`config.mk`:
```
export PLATFORM = sky130hd
export DESIGN_NAME = pcg32_random_generator_core
export DESIGN_NICKNAME = d
export VERILOG_FILES = /design/src/rtl/core/pcg_pkg.sv /design/src/rtl/core/pcg_ctrl.sv /design/src/rtl/core/pcg_datapath.sv /design/src/rtl/core/pcg32_random_generator_core.sv
export SDC_FILE = /design/constraint.sdc
export NUM_CORES = 2
export LEC_CHECK = 0
export BUFFER_PORTS_ARGS = -buffer_cell sky130_fd_sc_hd__buf_2
export CAP_MARGIN = 10
export CORE_MARGIN = 10
export CORE_UTILIZATION = 26
export DETAILED_ROUTE_END_ITERATION = 10
export MAX_ROUTING_LAYER = met4
export PLACE_DENSITY_LB_ADDON = 0.1
export SYNTH_ARGS = -nofsm -noshare
export SYNTH_HDL_FRONTEND = slang
export SYNTH_SLANG_ARGS = --single-unit
```
`constraint.sdc`:
```
create_clock -name clk -period 10.77 [get_ports clk]
set_input_delay 1.077 -clock clk [delete_from_list [all_inputs] [get_ports clk]]
set_output_delay 1.077 -clock clk [all_outputs]
set_load 0.01 [all_outputs]
```
`src/rtl/core/pcg_pkg.sv`:
```
// ----------------------------------------------------------------------------
// pcg_pkg
// Types, constants and functions shared by the PCG32 XSH-RR generator.
// ----------------------------------------------------------------------------
`default_nettype none

package pcg_pkg;

	localparam logic [63:0] SEED_STATE = 64'h853c49e6748fea9b;
	localparam logic [63:0] SEED_INC   = 64'hda3e39cb94b95bdb;
	localparam logic [63:0] MULT       = 64'h5851f42d4c957f2d;
	localparam logic [31:0] FLOAT_MAX  = 32'h3f7fffff;
	localparam int unsigned DIV_STEPS  = 32;

	typedef enum logic [1:0] {
		KIND_RESEED  = 2'd0,
		KIND_RAW     = 2'd1,
		KIND_BOUNDED = 2'd2,
		KIND_FLOAT   = 2'd3
	} kind_t;

	typedef enum logic [3:0] {
		ST_IDLE,
		ST_DISPATCH,
		ST_DIV_THR,
		ST_MUL0,
		ST_MUL1,
		ST_MUL2,
		ST_ADVANCE,
		ST_AFTER,
		ST_DIV_RES,
		ST_OUT
	} state_t;

	typedef enum logic [3:0] {
		OP_NONE,
		OP_LOAD,
		OP_SEED_CLEAR,
		OP_ADD_SEED,
		OP_MUL0,
		OP_MUL1,
		OP_MUL2,
		OP_ADVANCE,
		OP_DIV_THR,
		OP_DIV_RES,
		OP_DIV_STEP,
		OP_THR_LOAD,
		OP_OUT
	} op_t;

	typedef enum logic [2:0] {
		SEL_ZERO,
		SEL_ERR,
		SEL_RAW,
		SEL_FLOAT,
		SEL_REM
	} sel_t;

	typedef struct packed {
		op_t  op;
		sel_t sel;
	} cmd_t;

	typedef struct packed {
		kind_t kind;
		logic  bound_zero;
		logic  below_thr;
		logic  div_done;
	} status_t;

	function automatic logic [31:0] xsh_rr(input logic [63:0] s);
		logic [63:0] x;
		logic [31:0] xs;
		logic [4:0]  rot;
		x   = ((s >> 18) ^ s) >> 27;
		xs  = x[31:0];
		rot = s[63:59];
		return (xs >> rot) | (xs << ((6'd32 - {1'b0, rot}) & 6'd31));
	endfunction

	function automatic logic [31:0] float_bits(input logic [31:0] r);
		logic [4:0]  p;
		logic [5:0]  ex;
		logic [4:0]  s;
		logic [31:0] rem;
		logic [31:0] half;
		logic [24:0] m;
		logic [31:0] bits;
		p = 5'd0;
		for (int i = 0; i < 32; i++) begin
			if (r[i]) p = 5'(i);
		end
		ex = {1'b0, p};
		if (p <= 5'd23) begin
			m = 25'(r << (5'd23 - p));
		end else begin
			s    = p - 5'd23;
			rem  = r & ((32'd1 << s) - 32'd1);
			half = 32'd1 << (s - 5'd1);
			m    = 25'(r >> s);
			if (rem > half || (rem == half && m[0])) m = m + 25'd1;
			if (m[24]) begin
				m  = m >> 1;
				ex = ex + 6'd1;
			end
		end
		bits = {1'b0, 8'(ex + 6'd31) + 8'd64, m[22:0]};
		if (r == 32'd0) bits = 32'd0;
		if (bits > FLOAT_MAX) bits = FLOAT_MAX;
		return bits;
	endfunction

endpackage

`default_nettype wire

```
`src/rtl/core/pcg_ctrl.sv`:
```
// ----------------------------------------------------------------------------
// pcg_ctrl
// Request sequencer: steps the datapath through draws, divides and output.
// ----------------------------------------------------------------------------
`default_nettype none

module pcg_ctrl (
	input  wire logic            clk,
	input  wire logic            arst_n,
	input  wire logic            in_valid,
	output logic                 in_stall,
	output logic                 out_valid,
	input  wire logic            out_stall,
	input  wire pcg_pkg::status_t status,
	output pcg_pkg::cmd_t        cmd
);

	pcg_pkg::state_t state_q, state_d;
	logic            pass_q, pass_d;
	logic            out_valid_q, out_valid_d;

	always_ff @(posedge clk or negedge arst_n) begin
		if (!arst_n) begin
			state_q     <= pcg_pkg::ST_IDLE;
			pass_q      <= 1'b0;
			out_valid_q <= 1'b0;
		end else begin
			state_q     <= state_d;
			pass_q      <= pass_d;
			out_valid_q <= out_valid_d;
		end
	end

	always_comb begin
		state_d     = state_q;
		pass_d      = pass_q;
		out_valid_d = out_valid_q && out_stall;
		cmd.op      = pcg_pkg::OP_NONE;
		cmd.sel     = pcg_pkg::SEL_ZERO;
		unique case (state_q)
			pcg_pkg::ST_IDLE: begin
				if (in_valid) begin
					cmd.op  = pcg_pkg::OP_LOAD;
					state_d = pcg_pkg::ST_DISPATCH;
				end
			end
			pcg_pkg::ST_DISPATCH: begin
				pass_d = 1'b0;
				unique case (status.kind)
					pcg_pkg::KIND_RESEED: begin
						cmd.op  = pcg_pkg::OP_SEED_CLEAR;
						state_d = pcg_pkg::ST_MUL0;
					end
					pcg_pkg::KIND_BOUNDED: begin
						if (status.bound_zero) begin
							cmd.sel = pcg_pkg::SEL_ERR;
							state_d = pcg_pkg::ST_OUT;
						end else begin
							cmd.op  = pcg_pkg::OP_DIV_THR;
							state_d = pcg_pkg::ST_DIV_THR;
						end
					end
					default: state_d = pcg_pkg::ST_MUL0;
				endcase
			end
			pcg_pkg::ST_DIV_THR: begin
				if (status.div_done) begin
					cmd.op  = pcg_pkg::OP_THR_LOAD;
					state_d = pcg_pkg::ST_MUL0;
				end else begin
					cmd.op = pcg_pkg::OP_DIV_STEP;
				end
			end
			pcg_pkg::ST_MUL0: begin
				cmd.op  = pcg_pkg::OP_MUL0;
				state_d = pcg_pkg::ST_MUL1;
			end
			pcg_pkg::ST_MUL1: begin
				cmd.op  = pcg_pkg::OP_MUL1;
				state_d = pcg_pkg::ST_MUL2;
			end
			pcg_pkg::ST_MUL2: begin
				cmd.op  = pcg_pkg::OP_MUL2;
				state_d = pcg_pkg::ST_ADVANCE;
			end
			pcg_pkg::ST_ADVANCE: begin
				cmd.op  = pcg_pkg::OP_ADVANCE;
				state_d = pcg_pkg::ST_AFTER;
			end
			pcg_pkg::ST_AFTER: begin
				unique case (status.kind)
					pcg_pkg::KIND_RESEED: begin
						if (!pass_q) begin
							cmd.op  = pcg_pkg::OP_ADD_SEED;
							pass_d  = 1'b1;
							state_d = pcg_pkg::ST_MUL0;
						end else begin
							state_d = pcg_pkg::ST_OUT;
						end
					end
					pcg_pkg::KIND_RAW: state_d = pcg_pkg::ST_OUT;
					pcg_pkg::KIND_FLOAT: state_d = pcg_pkg::ST_OUT;
					default: begin
						if (status.below_thr) begin
							state_d = pcg_pkg::ST_MUL0;
						end else begin
							cmd.op  = pcg_pkg::OP_DIV_RES;
							state_d = pcg_pkg::ST_DIV_RES;
						end
					end
				endcase
			end
			pcg_pkg::ST_DIV_RES: begin
				if (status.div_done) state_d = pcg_pkg::ST_OUT;
				else cmd.op = pcg_pkg::OP_DIV_STEP;
			end
			pcg_pkg::ST_OUT: begin
				unique case (status.kind)
					pcg_pkg::KIND_RESEED: cmd.sel = pcg_pkg::SEL_ZERO;
					pcg_pkg::KIND_RAW: cmd.sel = pcg_pkg::SEL_RAW;
					pcg_pkg::KIND_FLOAT: cmd.sel = pcg_pkg::SEL_FLOAT;
					default: cmd.sel = status.bound_zero ? pcg_pkg::SEL_ERR : pcg_pkg::SEL_REM;
				endcase
				if (!out_valid_q || !out_stall) begin
					cmd.op      = pcg_pkg::OP_OUT;
					out_valid_d = 1'b1;
					state_d     = pcg_pkg::ST_IDLE;
				end
			end
			default: state_d = pcg_pkg::ST_IDLE;
		endcase
	end

	assign in_stall  = (state_q != pcg_pkg::ST_IDLE);
	assign out_valid = out_valid_q;

endmodule

`default_nettype wire

```
`src/rtl/core/pcg_datapath.sv`:
```
// ----------------------------------------------------------------------------
// pcg_datapath
// Generator state, shared 32x32 multiplier, bit-serial divider, output regs.
// ----------------------------------------------------------------------------
`default_nettype none

module pcg_datapath (
	input  wire logic             clk,
	input  wire logic             arst_n,
	input  wire logic             stream_index_wr_en,
	input  wire logic [62:0]      stream_index,
	input  wire logic [1:0]       kind,
	input  wire logic [31:0]      bound,
	input  wire pcg_pkg::cmd_t    cmd,
	output pcg_pkg::status_t      status,
	output logic [31:0]           number,
	output logic                  bound_error
);

	logic [62:0] stream_q;
	logic [63:0] gen_q;
	logic [63:0] inc_q;
	logic [63:0] acc_q;
	logic [1:0]  kind_q;
	logic [31:0] bound_q;
	logic [31:0] r_q;
	logic [31:0] thr_q;
	logic [31:0] rem_q;
	logic [31:0] dvd_q;
	logic [5:0]  cnt_q;
	logic [31:0] number_q;
	logic        bound_error_q;

	logic [31:0] mul_a, mul_b;
	logic [63:0] prod;
	logic [32:0] trial;
	logic [32:0] diff;

	always_comb begin
		mul_a = gen_q[31:0];
		mul_b = pcg_pkg::MULT[31:0];
		case (cmd.op)
			pcg_pkg::OP_MUL1: mul_a = gen_q[63:32];
			pcg_pkg::OP_MUL2: mul_b = pcg_pkg::MULT[63:32];
			default: ;
		endcase
	end

	assign prod  = mul_a * mul_b;
	assign trial = {rem_q, dvd_q[31]};
	assign diff  = trial - {1'b0, bound_q};

	always_ff @(posedge clk or negedge arst_n) begin
		if (!arst_n) begin
			stream_q <= '0;
			gen_q    <= pcg_pkg::SEED_STATE;
			inc_q    <= pcg_pkg::SEED_INC;
			cnt_q    <= '0;
		end else begin
			if (stream_index_wr_en) stream_q <= stream_index;
			case (cmd.op)
				pcg_pkg::OP_SEED_CLEAR: begin
					gen_q <= '0;
					inc_q <= {stream_q, 1'b1};
				end
				pcg_pkg::OP_ADD_SEED: gen_q <= gen_q + pcg_pkg::SEED_STATE;
				pcg_pkg::OP_ADVANCE: gen_q <= acc_q + inc_q;
				pcg_pkg::OP_DIV_THR, pcg_pkg::OP_DIV_RES:
					cnt_q <= 6'(pcg_pkg::DIV_STEPS);
				pcg_pkg::OP_DIV_STEP: cnt_q <= cnt_q - 6'd1;
				default: ;
			endcase
		end
	end

	always_ff @(posedge clk) begin
		case (cmd.op)
			pcg_pkg::OP_LOAD: begin
				kind_q  <= kind;
				bound_q <= bound;
			end
			pcg_pkg::OP_MUL0: begin
				acc_q <= prod;
				r_q   <= pcg_pkg::xsh_rr(gen_q);
			end
			pcg_pkg::OP_MUL1, pcg_pkg::OP_MUL2:
				acc_q[63:32] <= acc_q[63:32] + prod[31:0];
			pcg_pkg::OP_DIV_THR: begin
				rem_q <= '0;
				dvd_q <= 32'd0 - bound_q;
			end
			pcg_pkg::OP_DIV_RES: begin
				rem_q <= '0;
				dvd_q <= r_q;
			end
			pcg_pkg::OP_DIV_STEP: begin
				rem_q <= diff[32] ? trial[31:0] : diff[31:0];
				dvd_q <= {dvd_q[30:0], 1'b0};
			end
			pcg_pkg::OP_THR_LOAD: thr_q <= rem_q;
			pcg_pkg::OP_OUT: begin
				bound_error_q <= (cmd.sel == pcg_pkg::SEL_ERR);
				case (cmd.sel)
					pcg_pkg::SEL_RAW: number_q <= r_q;
					pcg_pkg::SEL_FLOAT: number_q <= pcg_pkg::float_bits(r_q);
					pcg_pkg::SEL_REM: number_q <= rem_q;
					default: number_q <= '0;
				endcase
			end
			default: ;
		endcase
	end

	assign status.kind       = pcg_pkg::kind_t'(kind_q);
	assign status.bound_zero = (bound_q == 32'd0);
	assign status.below_thr  = (r_q < thr_q);
	assign status.div_done   = (cnt_q == 6'd0);
	assign number            = number_q;
	assign bound_error       = bound_error_q;

endmodule

`default_nettype wire

```
`src/rtl/core/pcg32_random_generator_core.sv`:
```
// ----------------------------------------------------------------------------
// pcg32_random_generator_core
// PCG32 XSH-RR generator: reseed, raw, bounded and float requests.
// ----------------------------------------------------------------------------
//  channel  | signals                        | handshake
//  in       | kind, bound                    | in_valid / in_stall
//  out      | number, bound_error            | out_valid / out_stall
//  config   | stream_index                   | stream_index_wr_en
//
// A draw is three passes through one shared 32x32 multiplier, then the add.
// Bounded requests run the 32-step restoring divider once for the threshold
// and again for the remainder, and redraw while a draw falls below the
// threshold. Reset loads the default seed state and increment. A stalled
// output holds the sequencer in its last step while the next item waits at
// the input.
`default_nettype none

module pcg32_random_generator_core (
	input  wire logic        clk,
	input  wire logic        arst_n,
	input  wire logic        stream_index_wr_en,
	input  wire logic [62:0] stream_index,
	input  wire logic        in_valid,
	output logic             in_stall,
	input  wire logic [1:0]  kind,
	input  wire logic [31:0] bound,
	output logic             out_valid,
	input  wire logic        out_stall,
	output logic [31:0]      number,
	output logic             bound_error
);

	pcg_pkg::cmd_t    cmd;
	pcg_pkg::status_t status;

	pcg_ctrl u_ctrl (
		.clk       (clk),
		.arst_n    (arst_n),
		.in_valid  (in_valid),
		.in_stall  (in_stall),
		.out_valid (out_valid),
		.out_stall (out_stall),
		.status    (status),
		.cmd       (cmd)
	);

	pcg_datapath u_dp (
		.clk                (clk),
		.arst_n             (arst_n),
		.stream_index_wr_en (stream_index_wr_en),
		.stream_index       (stream_index),
		.kind               (kind),
		.bound              (bound),
		.cmd                (cmd),
		.status             (status),
		.number             (number),
		.bound_error        (bound_error)
	);

endmodule

`default_nettype wire

```
### Word-level counts from Yosys, hierarchy flattened

Index checks and enable logic that the tools add are counted.

* flip-flop bits (word level): 461
* bits in latches: 0
* bits in writable memories: 0
* memory bits (read-only): 0
* input bits: 102
* output and inout bits: 35
* word-level logic and storage cells: 187
* memories kept: 0

* $add $sub $neg: 15
* multipliers: 1
* divide/modulo/power cells: 0
* $lt $le $gt $ge: 4
* equality and inequality tests: 34
* shift operators: 6
* multiplexer cells: 85
* bitwise logic cells: 3
* reductions and logical operators: 22

Operators with widths (count)
* 32-bit case mux with 3 select lines: 2
* 64-bit case mux with 3 select lines: 1
* 32-bit 2-to-1 mux: 5
* 32-bit case mux with 2 select lines: 2
* 25-bit 2-to-1 mux: 4
* 5-bit 2-to-1 mux: 18
* 4-bit 2-to-1 mux: 20
* 4-bit case mux with 10 select lines: 2
* 64-bit adder: 1
* 64-bit adder, second input constant: 1
* 32-bit zero test: 2
* 1-bit by 5-bit << shifter with 32-bit output, first input constant: 2
* 32-bit by 31-bit multiplier with 63-bit output: 1
* 46-bit by 59-bit bitwise XOR with 59-bit output: 1
* 23-bit 2-to-1 mux: 2
* 33-bit by 32-bit subtractor with 33-bit output: 1
* 32-bit adder: 1
* 32-bit AND: 1
* 32-bit == test: 1
* 4-bit by 3-bit == test with 1-bit output, second input constant: 8
* 32-bit by 30-bit greater-than comparator with 1-bit output, second input constant: 1
* 32-bit greater-than comparator: 1
* 32-bit < comparator: 1
* 32-bit OR: 1
* other kinds (49): 90

### Logic depth before layout (Yosys ltp)

* depth in word-level cells: 56
* gate-level depth with buffers: 48
* gate-level depth less buffers: 43

### Modules after synthesis

Synthesis repeated with hierarchy kept, for this count alone.

* cells, all modules: 6447
* area, all modules: 59380.7 um^2

Modules (own cells, without submodules)
* pcg_datapath: times used 1, cells each 6371, area an instance 58802.6 um^2, seq. area each 12771.0 um^2
* pcg_ctrl: times used 1, cells each 76, area an instance 578.1 um^2, seq. area each 150.1 um^2

### Least setup slack after synthesis

OpenSTA, ideal clock, no wires.

* path type: register to register
* from: register u_ctrl.state_q[3]
* to: register u_dp.acc_q[63], data pin
* setup time: 0.266 ns
* data arrival time: 11.115 ns
* data required time: 10.504 ns
* slack: -0.610 ns
* stages on the path, launching flop included: 38
* path buffers: 3
* clock period less this slack: 11.380 ns
* cell sequence: dfrtp_1 clkbuf_1 or2_2 or3_1 nor2_1 or4_1 clkbuf_1 nor4_1 clkbuf_1 nor2_1 fa_1 fa_1 fa_1 fa_1 fa_1 inv_1 fa_1 fa_1 (+2 left out) ha_1 and3_1 nand2_1 or3b_2 nand2_1 a21oi_1 xnor2_1 ha_1 a21o_1 a21o_1 or3_1 a211o_1 a31oi_1 nor2b_1 o21ai_0 a21oi_1 xnor2_1 nor2_1

* word-level cells in the longest chain between the ends: 7
* elaborated cells on any way between the ends: 20
* classes of those cells: add/sub (1); mul (1); eq/ne (12); mux (4); reduce/logical (2)

RTL lines
* from (decl): line pcg_ctrl.sv:18 `pcg_pkg::state_t state_q, state_d;`
* from (signal assigned): line pcg_ctrl.sv:24 `state_q <= pcg_pkg::ST_IDLE;`
* from (signal assigned): line pcg_ctrl.sv:28 `state_q <= state_d;`
* 4-bit == test, or another cell as far along: line pcg_ctrl.sv:40 `unique case (state_q)`
* 4-bit case mux with 10 select lines (*): line pcg_ctrl.sv:40
* 4-bit by 3-bit == test with 1-bit output: line pcg_datapath.sv:42 `case (cmd.op)`
* 32-bit 2-to-1 mux or 29-bit 2-to-1 mux (tied branches): line pcg_datapath.sv:42
* 32-bit by 31-bit multiplier with 63-bit output (*): line pcg_datapath.sv:49 `assign prod = mul_a * mul_b;`
* named net u_dp.prod[23]: line pcg_datapath.sv:35 `logic [63:0] prod;`
* 32-bit adder (*): line pcg_datapath.sv:87 `acc_q[63:32] <= acc_q[63:32] + prod[31:0];`
* 32-bit case mux with 2 select lines (*): line pcg_datapath.sv:77 `case (cmd.op)`
* to (signal assigned): line pcg_datapath.sv:83 `acc_q <= prod;`
* to (signal assigned): line pcg_datapath.sv:87
* to (decl): line pcg_datapath.sv:23 `logic [63:0] acc_q;`

The timed path passes the listed nets; every way through them passes the cells marked *.
A chain may end at the register's enable or synchronous reset.

### Final worst setup path

* from: register u_ctrl.state_q[3]
* to: register u_dp.acc_q[62], data pin

The elaborated chain is that of the path after synthesis.

==> metrics.cfg <==
[synthesis]
yosys-top-cells-area = fa_1 19%, ha_1 14%, edfxtp_1 13%, dfrtp_1 5.7%, inv_1 5.5%
async_reset_ff_frac = 0.438
ys_seq_area_frac = 0.224
yosys.area.top_type = fa_1
synth_xor_area_frac = 0.0439
synth_top_flop_cell = edfxtp_1
synth_adder_area_share = 0.331
ys_ff_latch = 461
syn_area_per_cell_um2 = 9.39
synth_top_family_by_area = adder cells
yosysWarnings = 0
yosysTopAreaCellShare = 0.191
synth_mux_area_frac = 0.0658
netlist_area_mm2 = 0.0578
yosysUniqueCellTypes = 112
synth_edf_count = 259
synthSimpleGateAreaFrac = 0.109
synth_compound_gate_area_share = 0.153
syn_inst = 6154

[global_routing]
grt_pass1_vias = 48400
grt_max_degree = 85
grt_usage = 0.188
grtUsageMet3 = 0.0149
antenna_found_initial = 2
grt_use_met1 = 0.252
busiest_layer = met2
grt_pass1_wl_um = 336000
met2_usage = 0.312
gr-total-overflow = 0

[critical_path]
crit_slowest_cell = or4_1
rr_endpoint = u_dp.acc_q[62]
required_ps = 11140
r2r_slack_ps = 420
endpoint_kind = flop
start_kind = flop
worstRegToRegCells = 37
crit_top_cell = fa_1
worstPathMaxFanout = 8
worstReg2RegStart = u_ctrl.state_q[3]
criticalPathCategory = flop to flop
crit_family = adder cells
worstPathArrival_ps = 10710
critPathBufInv = 7
slowest_delay_ps = 580

[final_layout]
design_area_mm2 = 0.0666
drive_gt1_frac = 0.159
nNetsFinal = 7803
layout_common_cells = 840 x inv_1, 647 x ha_1, 549 x fa_1
area_growth_pct = 15.2
fill_cells = 23600
final_common_cell = inv_1

[sta]
finalMaxSlewViolations = 0
worst_slack_ps = 422
max_freq_mhz = 96.6
setup_tns_ps = 0
post-route-min-period_ps = 10350
rsz0062_at_grt = true
fin_skew_ps = 51.1
max-slew-margin-rel = 0.282
hold_violations = 0
tightest_slew_ps = 1080
finalSetupViolations = 0
period_share = 0.961

[floorplanning]
initial_core_util = 0.261
die_w_um = 492
die_y_um = 492
die_area_mm2 = 0.242
fp-row-count = 173
num_io_pins = 137
design.core.area_mm2 = 0.222

[clock_network]
cts.hold.buffers_added = 0
cts_buffers = 52
cts.path.max_buffers = 3
cts_root_buf = clkbuf_16
cts_max_level = 2
path_clk_slew_ps = 60
cts_sinks = 461
clock_latency_ps = 670
cts_tree = built

[placed_design]
port_buffers = 136
placed_area_mm2 = 0.0642
pre_cts_slack_ps = -351
place.detailed.hpwl_um = 186000
gp_congestion = 0.906

[detailed_routing]
vias_per_cell = 4.85
firstDrtPassIters = 6
drtIter0Drc = 3022
antenna_left = 0
drc = 0
wl_um = 225000
wl_per_cell_um = 23.7
num_vias = 46200

[run]
cap_viol_max_count = 0

[hold_path]
hp-class = primary input to async pin

[status]
status = finished, final reports clean

[layer usage]
layer / wire, um / part of all wire / up-vias
li1: - / - / 21900
met1: 105000 / 0.47 / 23200
met4: 4900 / 0.022 / 0
met5: 0 / 0 / -
met3: 6460 / 0.029 / 182
met2: 109000 / 0.48 / 870
[flip-flops by register name (all words and copies together) (netlist names)]
| register | cells |
|---|---|
| u_ctrl.state_q | 4 |
| u_dp.thr_q | 32 |
| u_dp.stream_q | 63 |
| u_dp.dvd_q | 32 |
| u_dp.bound_q | 32 |
| u_dp.cnt_q | 6 |
| u_dp.kind_q | 2 |
| u_dp.gen_q | 64 |
| u_dp.number | 32 |
| u_dp.acc_q | 64 |
| u_dp.bound_error | 1 |
| u_ctrl.out_valid | 1 |
| u_dp.rem_q | 32 |
| u_ctrl.pass_q | 1 |
| u_dp.r_q | 32 |
| u_dp.inc_q | 63 |
[synthesized netlist by cell type (all sizes together), types with 67 or more instances]
library cell and n:
a21o 107, a21oi 358, clkbuf 229, dfrtp 131
dfstp 71, edfxtp 259, fa 551, ha 647
inv 853, mux2 162, mux2i 141, nand2 428
nand3 115, nor2 440, nor3 67, o21ai 385
xnor2 182, xor2 104
[stage by stage]
step | hold slack [ps] | utilization | std cells
after floorplan | 462 | - | 6183
after global placement | 486 | 0.290 | 9386
after detailed placement | 492 | 0.290 | 9386
after CTS | 450 | 0.298 | 9487
after global routing | 439 | 0.300 | 9522
final | 433 | 0.301 | 9525
[worst max path at each step]
stage	startpoint	slack, ps	cells after the start	endpoint
after floorplan	u_dp.cnt_q[0]	9	38	u_dp.acc_q[63]
after global placement	u_ctrl.state_q[3]	-380	41	u_dp.acc_q[63]
after detailed placement	u_ctrl.state_q[3]	-350	41	u_dp.acc_q[63]
after CTS	u_ctrl.state_q[3]	40	41	u_dp.acc_q[61]
after global routing	u_ctrl.state_q[3]	-40	38	u_dp.acc_q[63]
final	u_ctrl.state_q[3]	420	37	u_dp.acc_q[62]
[cell type report]
| class | count | area (um^2) | area share |
|---|---|---|---|
| Inverter | 855 | 3240 | 0.0486 |
| Clock inverter | 29 | 275 | 0.00413 |
| Timing Repair Buffer | 540 | 3860 | 0.0580 |
| Multi-Input combinational cell | 4593 | 41100 | 0.617 |
| Antenna cell | 3 | 7.51 | 0.000113 |
| Clock buffer | 69 | 1460 | 0.0219 |
| Tap cell | 2975 | 3720 | 0.0559 |
| Sequential cell | 461 | 12900 | 0.194 |
[logic make-up (layout without fill, tap and decap cells)]
group | Yosys count | in the layout
AO/OA/AOI/OAI | 1381 | 1381
AND/OR/NAND/NOR | 1369 | 1369
adder cells (fa/ha/maj) | 1198 | 1198
buffers and inverters | 1129 | 1493
flip-flops | 461 | 461
multiplexers | 328 | 328
XOR/XNOR | 286 | 286
other | 2 | 34
[timing repair]
action | 4_1_cts | 5_1_grt
gates cloned | 0 | 1
endpoints found under the setup margin | 9 | 16
buffers inserted | 3 | 33
gates resized for setup | 12 | 66
pin swaps | 1 | 10
Power is left out: the tool's default activity adds up to more than one toggle a clock period on the data nets, which glitch-free logic cannot reach.
